===== src/btc_pkg.sv =====
package btc_pkg;

  localparam int MAX_BLOCK_DEF = 16;
  localparam int PERM_W        = 4;
  localparam int PERM_ENTRIES  = 16;
  localparam int TABLE_W       = PERM_W * PERM_ENTRIES;
  localparam int LEN_W         = 5;
  localparam int BYTE_W        = 8;
  localparam int CFG_IDX_W     = 2;
  localparam int CFG_DATA_W    = TABLE_W;

  localparam logic [BYTE_W-1:0]     PAD_BYTE      = 8'h41;
  localparam logic [TABLE_W-1:0]    PERM_RESET    = 64'hFEDC_BA98_7654_3210;
  localparam logic [LEN_W-1:0]      LEN_RESET     = 5'd16;

  localparam logic [CFG_IDX_W-1:0]  CFG_PERM_TABLE   = 2'd0;
  localparam logic [CFG_IDX_W-1:0]  CFG_BLOCK_LEN    = 2'd1;
  localparam logic [CFG_IDX_W-1:0]  CFG_DECRYPT_MODE = 2'd2;

  typedef struct packed {
    logic store_wr;
    logic emit_ld;
    logic emit_done;
  } btc_cmd_t;

  typedef struct packed {
    logic flush;
    logic last_idx;
    logic out_free;
  } btc_sts_t;

endpackage


===== src/block_transposition_cipher.sv =====
// Permutation cipher over a byte stream: bytes are collected into blocks of
// block_len bytes (0 acts as 1, values above MAX_BLOCK act as MAX_BLOCK), and
// each full block, or a partial one closed by end_of_message and padded with
// 0x41, is sent out as a run of block_len permuted bytes. Bytes are accepted
// one per cycle while idle, and none while a run is emitted. The limit is
// the single block buffer, which is filled and then read out one byte a
// cycle whenever the output register is free or out_ready is high. The
// output register lets the first byte of the next block be accepted while
// the last beat of a run still waits. Configuration must be written through
// cfg_we, cfg_idx and cfg_data only while idle, which the user must ensure.
module block_transposition_cipher #(
  parameter int MAX_BLOCK = btc_pkg::MAX_BLOCK_DEF
) (
  input  logic                            clk,
  input  logic                            rst_n,
  input  logic                            cfg_we,
  input  logic [btc_pkg::CFG_IDX_W-1:0]   cfg_idx,
  input  logic [btc_pkg::CFG_DATA_W-1:0]  cfg_data,
  input  logic                            in_valid,
  output logic                            in_ready,
  input  logic [btc_pkg::BYTE_W-1:0]      in_byte,
  input  logic                            in_end_of_message,
  output logic                            out_valid,
  input  logic                            out_ready,
  output logic [btc_pkg::BYTE_W-1:0]      out_byte,
  output logic                            out_block_last,
  output logic                            out_message_last
);
  import btc_pkg::*;

  btc_cmd_t cmd;
  btc_sts_t sts;

  btc_ctrl u_ctrl (
    .clk      (clk),
    .rst_n    (rst_n),
    .in_valid (in_valid),
    .in_ready (in_ready),
    .sts      (sts),
    .cmd      (cmd)
  );

  btc_dp #(
    .MAX_BLOCK (MAX_BLOCK)
  ) u_dp (
    .clk               (clk),
    .rst_n             (rst_n),
    .cfg_we            (cfg_we),
    .cfg_idx           (cfg_idx),
    .cfg_data          (cfg_data),
    .in_byte           (in_byte),
    .in_end_of_message (in_end_of_message),
    .out_valid         (out_valid),
    .out_ready         (out_ready),
    .out_byte          (out_byte),
    .out_block_last    (out_block_last),
    .out_message_last  (out_message_last),
    .cmd               (cmd),
    .sts               (sts)
  );

endmodule


===== src/btc_ctrl.sv =====
module btc_ctrl (
  input  logic              clk,
  input  logic              rst_n,
  input  logic              in_valid,
  output logic              in_ready,
  input  btc_pkg::btc_sts_t sts,
  output btc_pkg::btc_cmd_t cmd
);
  import btc_pkg::*;

  typedef enum logic [1:0] {
    S_IDLE = 2'b01,
    S_EMIT = 2'b10
  } state_t;

  state_t state_r, state_nxt;

  always_comb begin
    state_nxt     = state_r;
    in_ready      = 1'b0;
    cmd.store_wr  = 1'b0;
    cmd.emit_ld   = 1'b0;
    cmd.emit_done = 1'b0;
    unique case (state_r)
      S_IDLE: begin
        in_ready     = 1'b1;
        cmd.store_wr = in_valid;
        if (in_valid && sts.flush) begin
          state_nxt = S_EMIT;
        end
      end
      S_EMIT: begin
        cmd.emit_ld = sts.out_free;
        if (sts.out_free && sts.last_idx) begin
          cmd.emit_done = 1'b1;
          state_nxt     = S_IDLE;
        end
      end
      default: state_nxt = S_IDLE;
    endcase
  end

  always_ff @(posedge clk) begin
    if (!rst_n) begin
      state_r <= S_IDLE;
    end else begin
      state_r <= state_nxt;
    end
  end

endmodule


===== src/btc_dp.sv =====
module btc_dp #(
  parameter int MAX_BLOCK = btc_pkg::MAX_BLOCK_DEF
) (
  input  logic                            clk,
  input  logic                            rst_n,
  input  logic                            cfg_we,
  input  logic [btc_pkg::CFG_IDX_W-1:0]   cfg_idx,
  input  logic [btc_pkg::CFG_DATA_W-1:0]  cfg_data,
  input  logic [btc_pkg::BYTE_W-1:0]      in_byte,
  input  logic                            in_end_of_message,
  output logic                            out_valid,
  input  logic                            out_ready,
  output logic [btc_pkg::BYTE_W-1:0]      out_byte,
  output logic                            out_block_last,
  output logic                            out_message_last,
  input  btc_pkg::btc_cmd_t               cmd,
  output btc_pkg::btc_sts_t               sts
);
  import btc_pkg::*;

  localparam int IDX_W = (MAX_BLOCK > 1) ? $clog2(MAX_BLOCK) : 1;
  localparam int CNT_W = $clog2(MAX_BLOCK + 1);
  localparam logic [LEN_W-1:0] MAX_LEN = LEN_W'(MAX_BLOCK);

  logic [TABLE_W-1:0] perm_r;
  logic [LEN_W-1:0]   blk_len_r;
  logic               decrypt_r;

  logic [BYTE_W-1:0]  store_r [MAX_BLOCK];
  logic [CNT_W-1:0]   fill_r;
  logic [IDX_W-1:0]   pos_r;
  logic               eom_r;

  logic               out_valid_r;
  logic [BYTE_W-1:0]  out_byte_r;
  logic               out_blast_r;
  logic               out_mlast_r;

  logic [CNT_W-1:0]   len_eff;
  logic [LEN_W-1:0]   len_ext;
  logic [LEN_W:0]     fill_inc;
  logic               src_hit;
  logic [IDX_W-1:0]   src_idx;
  logic [PERM_W-1:0]  dec_entry;
  logic [BYTE_W-1:0]  emit_byte;

  always_comb begin
    if (blk_len_r == '0) begin
      len_eff = CNT_W'(1);
    end else if (blk_len_r > MAX_LEN) begin
      len_eff = CNT_W'(MAX_BLOCK);
    end else begin
      len_eff = blk_len_r[CNT_W-1:0];
    end
  end

  assign len_ext  = LEN_W'(len_eff);
  assign fill_inc = (LEN_W+1)'(fill_r) + (LEN_W+1)'(1);

  always_comb begin
    src_hit   = 1'b0;
    src_idx   = '0;
    dec_entry = perm_r[PERM_W*pos_r +: PERM_W];
    if (decrypt_r) begin
      if (LEN_W'(dec_entry) < len_ext) begin
        src_hit = 1'b1;
        src_idx = dec_entry[IDX_W-1:0];
      end
    end else begin
      for (int k = MAX_BLOCK - 1; k >= 0; k--) begin
        if ((LEN_W'(k) < len_ext) && (perm_r[PERM_W*k +: PERM_W] == PERM_W'(pos_r))) begin
          src_hit = 1'b1;
          src_idx = IDX_W'(k);
        end
      end
    end
  end

  always_comb begin
    emit_byte = PAD_BYTE;
    if (src_hit && (CNT_W'(src_idx) < fill_r)) begin
      emit_byte = store_r[src_idx];
    end
  end

  assign sts.flush    = (fill_inc >= (LEN_W+1)'(len_ext)) || in_end_of_message;
  assign sts.last_idx = (CNT_W'(pos_r) + CNT_W'(1)) == len_eff;
  assign sts.out_free = !out_valid_r || out_ready;

  always_ff @(posedge clk) begin
    if (!rst_n) begin
      perm_r    <= PERM_RESET;
      blk_len_r <= LEN_RESET;
      decrypt_r <= 1'b0;
    end else if (cfg_we) begin
      unique case (cfg_idx)
        CFG_PERM_TABLE:   perm_r    <= cfg_data;
        CFG_BLOCK_LEN:    blk_len_r <= cfg_data[LEN_W-1:0];
        CFG_DECRYPT_MODE: decrypt_r <= cfg_data[0];
        default: ;
      endcase
    end
  end

  always_ff @(posedge clk) begin
    if (cmd.store_wr) begin
      store_r[fill_r[IDX_W-1:0]] <= in_byte;
    end
  end

  always_ff @(posedge clk) begin
    if (!rst_n) begin
      fill_r      <= '0;
      pos_r       <= '0;
      eom_r       <= 1'b0;
      out_valid_r <= 1'b0;
    end else begin
      if (cmd.store_wr) begin
        fill_r <= fill_inc[CNT_W-1:0];
        eom_r  <= in_end_of_message;
      end
      if (cmd.emit_ld) begin
        out_valid_r <= 1'b1;
      end else if (out_ready) begin
        out_valid_r <= 1'b0;
      end
      if (cmd.emit_done) begin
        fill_r <= '0;
        pos_r  <= '0;
      end else if (cmd.emit_ld) begin
        pos_r  <= pos_r + IDX_W'(1);
      end
    end
  end

  always_ff @(posedge clk) begin
    if (cmd.emit_ld) begin
      out_byte_r  <= emit_byte;
      out_blast_r <= sts.last_idx;
      out_mlast_r <= sts.last_idx && eom_r;
    end
  end

  assign out_valid        = out_valid_r;
  assign out_byte         = out_byte_r;
  assign out_block_last   = out_blast_r;
  assign out_message_last = out_mlast_r;

endmodule

===== config.mk =====
export PLATFORM = sky130hd
export DESIGN_NAME = block_transposition_cipher
export DESIGN_NICKNAME = d
export VERILOG_FILES = /design/src/btc_pkg.sv /design/src/block_transposition_cipher.sv /design/src/btc_ctrl.sv /design/src/btc_dp.sv
export SDC_FILE = /design/constraint.sdc
export NUM_CORES = 1
export LEC_CHECK = 0
export BUFFER_PORTS_ARGS = -buffer_cell sky130_fd_sc_hd__buf_2
export CAP_MARGIN = 20
export CORE_AREA = 10 10 177 179
export DETAILED_ROUTE_END_ITERATION = 7
export DIE_AREA = 0 0 187 189
export MAX_ROUTING_LAYER = met4
export SKIP_CTS_REPAIR_TIMING = 1
export SKIP_LAST_GASP = 1
export SYNTH_ARGS = -nofsm -noshare
export SYNTH_HDL_FRONTEND = slang
export SYNTH_SLANG_ARGS = --single-unit

===== constraint.sdc =====
create_clock -name clk -period 5.6 [get_ports clk]
set_input_delay 0.84 -clock clk [delete_from_list [all_inputs] [get_ports clk]]
set_output_delay 0.84 -clock clk [all_outputs]
set_load 0.01 [all_outputs]

; Word level (Yosys, flattened, before mapping)
; Memory sizes are Yosys's and may differ from the RTL's. A register that Yosys moved wholly into a read port is not among the register bits.
; Cells that the tools add are included.
[totals]
input_bits = 80
output_inout_bits = 12
register_bits = 85
wordCells = 140
n_memories = 1
ram_bits = 128
[classes]
n_lt_le_gt_ge = 20
bitwise = 1
n_eq_ne = 23
mux = 49
shifts = 1
reduce_logical = 32
add_sub_neg = 3
[memory_table]
columns = memory, depth, word_bits, rd, rd_ports_with_merged_regs, write_ports, line_no
row1 = u_dp.store_r, 16, 8, 1, 1, 1, btc_dp.sv:29  ; logic [BYTE_W-1:0] store_r [MAX_BLOCK];
[op_table]
columns = op, n
row1 = $mux W4, 18
row2 = $eq A4 B4 Y1, 16
row3 = $shiftx A64 B7 Y4, 1
row4 = $lt A4 B5 Y1 const A, 8
row5 = $mux W1, 25
row6 = $logic_and A1 B1 Y1, 20
row7 = $lt A3 B5 Y1 const A, 4
row8 = $lt A1 B5 Y1 const A, 2
row9 = $lt A2 B5 Y1 const A, 2
row10 = $lt A4 B5 Y1, 2
row11 = $mux W5, 2
row12 = $reduce_and A2 Y1, 4
row13 = $add A5 B1 Y6 const B, 1
row14 = $ge A6 B5 Y1, 1
row15 = $mux W2, 3
row16 = $add A4 B1 Y5 const B, 1
row17 = $eq A5 B5 Y1, 1
row18 = $gt A5 B5 Y1 const B, 1
row19 = $logic_not A5 Y1, 1
row20 = $add A4 B1 Y4 const B, 1
row21 = $eq A2 B1 Y1 const B, 2
row22 = $eq A2 B2 Y1 const B, 2
row23 = $ne A2 B1 Y1 const B, 2
row24 = $pmux W2 S2, 1
row25 = other kinds (6), 8

; Longest topological paths before layout
[depth]
word_depth = 25
mapped_depth = 21
ltp_nobuf = 16

; Cells and area by module
; From an unflattened synthesis, not the netlist that was laid out.
[unflattened]
cells_unflattened = 946
area_unflattened_um2 = 10850.4
[modules_own_cells]
columns = module, cells_each, instances, area_each_um2
row1 = btc_dp, 936, 1, 10747.8
row2 = btc_ctrl, 10, 1, 102.6

; Worst setup path before layout
; Ideal clock, no wire load.
[synth_timing]
kind = register -> register
from = reg u_dp.pos_r[0]
to = reg u_dp.out_byte_r[1], in the netlist u_dp.out_byte[1] (read register of u_dp.store_r) (data pin)
stages_incl_launch_ff = 22
setup_slack_ns = 1.123
required_time_ns = 5.462
arrival_time_ns = 4.339
synth_period_minus_slack_ns = 4.477
n_path_buf = 5
cell_sequence = dfxtp_1 -> buf_6 -> buf_6 -> buf_6 -> mux4_2 -> mux4_2 -> ha_1 -> o21a_1 -> nor2_1 -> nand2_1 -> nand4_1 -> o21a_1 -> a32oi_2 -> inv_2 -> buf_2 -> ha_1 -> o211ai_1 -> nor2_1 -> a211oi_2 -> buf_2 -> o2111ai_1 -> nand4_1
[synth_between]
elab_chain_len = 22
word_cells_on_any_way = 73
classes_between = 2 x order compare / 16 x eq/ne / 1 x shift / 36 x mux / 18 x reduce/logical
[synth_lines]
columns = item, line_no
row1 = start: declaration, btc_dp.sv:31  ; logic [IDX_W-1:0] pos_r;
row2 = start signal: assignment, btc_dp.sv:131  ; pos_r <= pos_r + IDX_W'(1);
row3 = $eq A4 B4 Y1, btc_dp.sv:71  ; if ((LEN_W'(k) < len_ext) && (perm_r[PERM_W*k +: PERM_W] == PERM_W'(pos_r))) begin
row4 = $logic_and A1 B1 Y1, btc_dp.sv:71
row5 = $mux W4 (16 in series), btc_dp.sv:71
row6 = $mux W4, btc_dp.sv:64  ; if (decrypt_r) begin
row7 = $lt A4 B5 Y1, btc_dp.sv:81  ; if (src_hit && (CNT_W'(src_idx) < fill_r)) begin
row8 = $logic_and A1 B1 Y1, btc_dp.sv:81
row9 = $logic_not A1 Y1 (no line), -
row10 = end: declaration, btc_dp.sv:35  ; logic [BYTE_W-1:0] out_byte_r;
; Several ways; a longest one is shown, not always the timed one.
; A chain may end at the register's enable or synchronous reset.

; Final worst setup path
[layout_timing]
from = reg u_dp.pos_r[1]
to = reg u_dp.out_byte_r[0], in the netlist u_dp.out_byte[0] (read register of u_dp.store_r) (data pin)
; The elaborated chain is that of the path after synthesis.

==> impl_metrics.tcl <==
set metrics [dict create \
    status "complete, no violations" \
    skew_ps 14.0 \
    insertion_delay_ps 520 \
    clkTransAtPathRegs_ps 60 \
    power_density_nw_per_um2 292 \
    synth_cell_types 69 \
    grt_pass1_wl_um 45700 \
    dp_slack_ps 124 \
    peakVddDrop_v 0.000199 \
    antenna_found_initial 0 \
    grt_overflow 0 \
    synth_commonest_cells "157 x nand2_1, 138 x edfxtp_1, 83 x dfxtp_1" \
    cpPeakStageDelay_ps 610 \
    final.setup.tns_ps 0 \
    cp_max_fo 17 \
    place_congestion 0.907 \
    regArea_um2 5810 \
    start_kind "flip-flop" \
    p_seq_frac 0.492 \
    r2r_start "u_dp.pos_r[1]" \
    r2r_slack_ps 420 \
    via_per_inst 5.40 \
    dpl-instance-area_um2 11700 \
    wl_um 29100 \
    tightest_slew_ps 1040 \
    rr_worst_depth 18 \
    yosysTopAreaCell "edfxtp_1" \
    synth_edf_count 138 \
    crit_chain "buf_4, mux4_2, mux4_2, ha_1, o21a_1, nor2_1, nand2_1, nand4_1, o21a_1, a32oi_4, inv_2, ha_1, o211ai_1, nor2_1, a211oi_2, buf_4, and2_1, a221oi_1" \
    grt_pass1_vias 7935 \
    worstHoldPathCells 2 \
    clkSinkCount 221 \
    nNetsFinal 1160 \
    cts_made_buffers 24 \
    syn_inst 1002 \
    setup_violations 0 \
    cp-end-kind "flip-flop" \
    required_ps 5930 \
    start_util 0.399 \
    syn_nets 1097 \
    h-tree-depth 1 \
    postSynthAreaPerCell_um2 11.0 \
    rr_endpoint "u_dp.out_byte[0]" \
    drc 0 \
    slowest_stage "dfxtp_2" \
    clock-root-buffer "clkbuf_16" \
    period_share 0.924 \
    clk_path_buf_depth 3 \
    drv_cap 0 \
    hold_end "u_dp.perm_r[7]" \
    wl_per_cell_um 19.9 \
    p_clk_frac 0.426 \
    ys_ff_latch 221 \
    diodes 0 \
    stdcell_area_um2 12600 \
    multi_input_area_um2 4680 \
    synth.most_common_cell "nand2_1" \
    synth_flop_cell "edfxtp_1" \
    worst_slack_ps 424 \
    n_fill_cell 2650 \
    synth_area_um2 11000 \
    rsz0062_at_grt "no" \
    design.portCount 92 \
    p_switching_uw 857 \
    dr.first_iter.drc_count 543 \
    area_growth_pct 14.0 \
    cts_tree "done" \
    min_path_type "flip-flop to flip-flop" \
    ys_seq_area_frac 0.527 \
    intPower_mw 2.81 \
    hold_viol 0 \
    hpwl_um 20500 \
    synthTopCellsByArea "edfxtp_1 38%, dfxtp_1 15%, nand2_1 5.3%" \
    antenna_left 0 \
    finalWorstPathRequiredPeriod_ps 5180 \
    drt-pass1-iter-count 4 \
    io_buffers 91 \
    rows 61 \
    die_x_um 187 \
    drv_slew 0 \
    p_sw_frac 0.234 \
    core-area_um2 27600 \
    critical_path_class "flip-flop to flip-flop" \
    synth.top_cell.area_share 0.376 \
    groute.usage.overall 0.166 \
    power_leakage_nw 4.50 \
    relSlewSlack 0.301 \
    crit_arrival_ps 5510 \
    final_layout_size_suffix_gt1_frac 0.193 \
    synthArstFlopShare 0 \
    fmax_ghz 0.193 \
    worstHoldStart "u_dp.perm_r[7]" \
    pwr-share-comb 0.082 \
    die_h_um 189 \
    die-area_um2 35300 \
    grt_max_degree 65 \
    vias 7886 \
    yosysWarnings 0 \
]
[cell type report]
cell class                 count  area share
clock buffer                  32      0.0588
inverter                      49      0.0148
sequential                   221       0.463
clock inverter                11     0.00448
multi-input combinational    659       0.373
tap                          378      0.0377
timing repair buffer         110      0.0482
[routing by layer]
layer	routed length [um]	GRT usage
met5	0	-
met1	13500	0.214
met4	936	0.0627
met3	1400	0.0285
met2	13200	0.256
[critical path, delay by kind of cell, from the launching register on]
kind | cells | cell delay (ps)
buffers and inverters | 3 | 760
adder cells (fa/ha/maj) | 2 | 660
flip-flops | 1 | 610
AND/OR/NAND/NOR | 5 | 730
AO/OA/AOI/OAI | 6 | 1350
multiplexers | 2 | 870
[state kept, by name, summed over array words and instances, names as in the netlist, 2 cells and up]
register	count
u_dp.fill_r	5
u_dp.perm_r	64
u_dp.out_byte	8
u_dp.blk_len_r	5
u_ctrl.state_r	2
u_dp.store_r	128
u_dp.pos_r	4
[placed cells by master (no fill, tap or decap), drive strengths merged, types with 5 or more instances in the layout]
master	n
xor2	19
mux4	16
o21ai	11
a21o	5
and2	7
buf	110
o2111ai	35
a21boi	33
dfxtp	83
clkbuf	32
nor3	8
nor2b	13
edfxtp	138
o211ai	66
nand4	18
xnor2	57
nand2b	5
o21a	5
mux2i	17
ha	15
clkinv	10
nor2	39
a21oi	12
mux2	26
inv	50
nand2	157
nand3	41
a211oi	9
[metrics by stage]
stage               utilization  hold WS [ps]  instances  power (mW)
floorplan                     -           465       1002        2.02
global placement          0.425           483       1415        2.13
detailed placement        0.425           494       1417        2.14
CTS                       0.454           502       1460        3.70
global route              0.454           516       1460        3.80
finish                    0.454           498       1460        3.67
[how the worst max path moves through the flow]
stage,start,end,cells after the start
3_3_place_gp,u_dp.pos_r[0],u_dp.out_byte[0],17
2_1_floorplan,u_dp.pos_r[0],u_dp.out_byte[1],21
4_1_cts,u_dp.pos_r[0],u_dp.out_byte[0],17
5_1_grt,u_dp.pos_r[1],u_dp.out_byte[0],18
6_report,u_dp.pos_r[1],u_dp.out_byte[0],18
3_5_place_dp,u_dp.pos_r[0],u_dp.out_byte[0],17
[power groups by stage]
stage | clock network (mW) | logic, mW | registers [mW]
after floorplan | 0 | 0.197 | 1.82
after global placement | 0 | 0.294 | 1.84
after detailed placement | 0 | 0.299 | 1.84
after CTS | 1.59 | 0.300 | 1.80
after global routing | 1.66 | 0.332 | 1.81
final | 1.56 | 0.300 | 1.80
[cells by family after synthesis]
family / count (synthesis) / share of synthesized area
xor+xnor: 76 / 0.0604
buf+inv: 122 / 0.0508
compound gates: 201 / 0.142
fa+ha+maj: 15 / 0.0170
simple gates: 308 / 0.128
mux: 59 / 0.0747
flops: 221 / 0.527
Power figures use the tool's default switching activity.
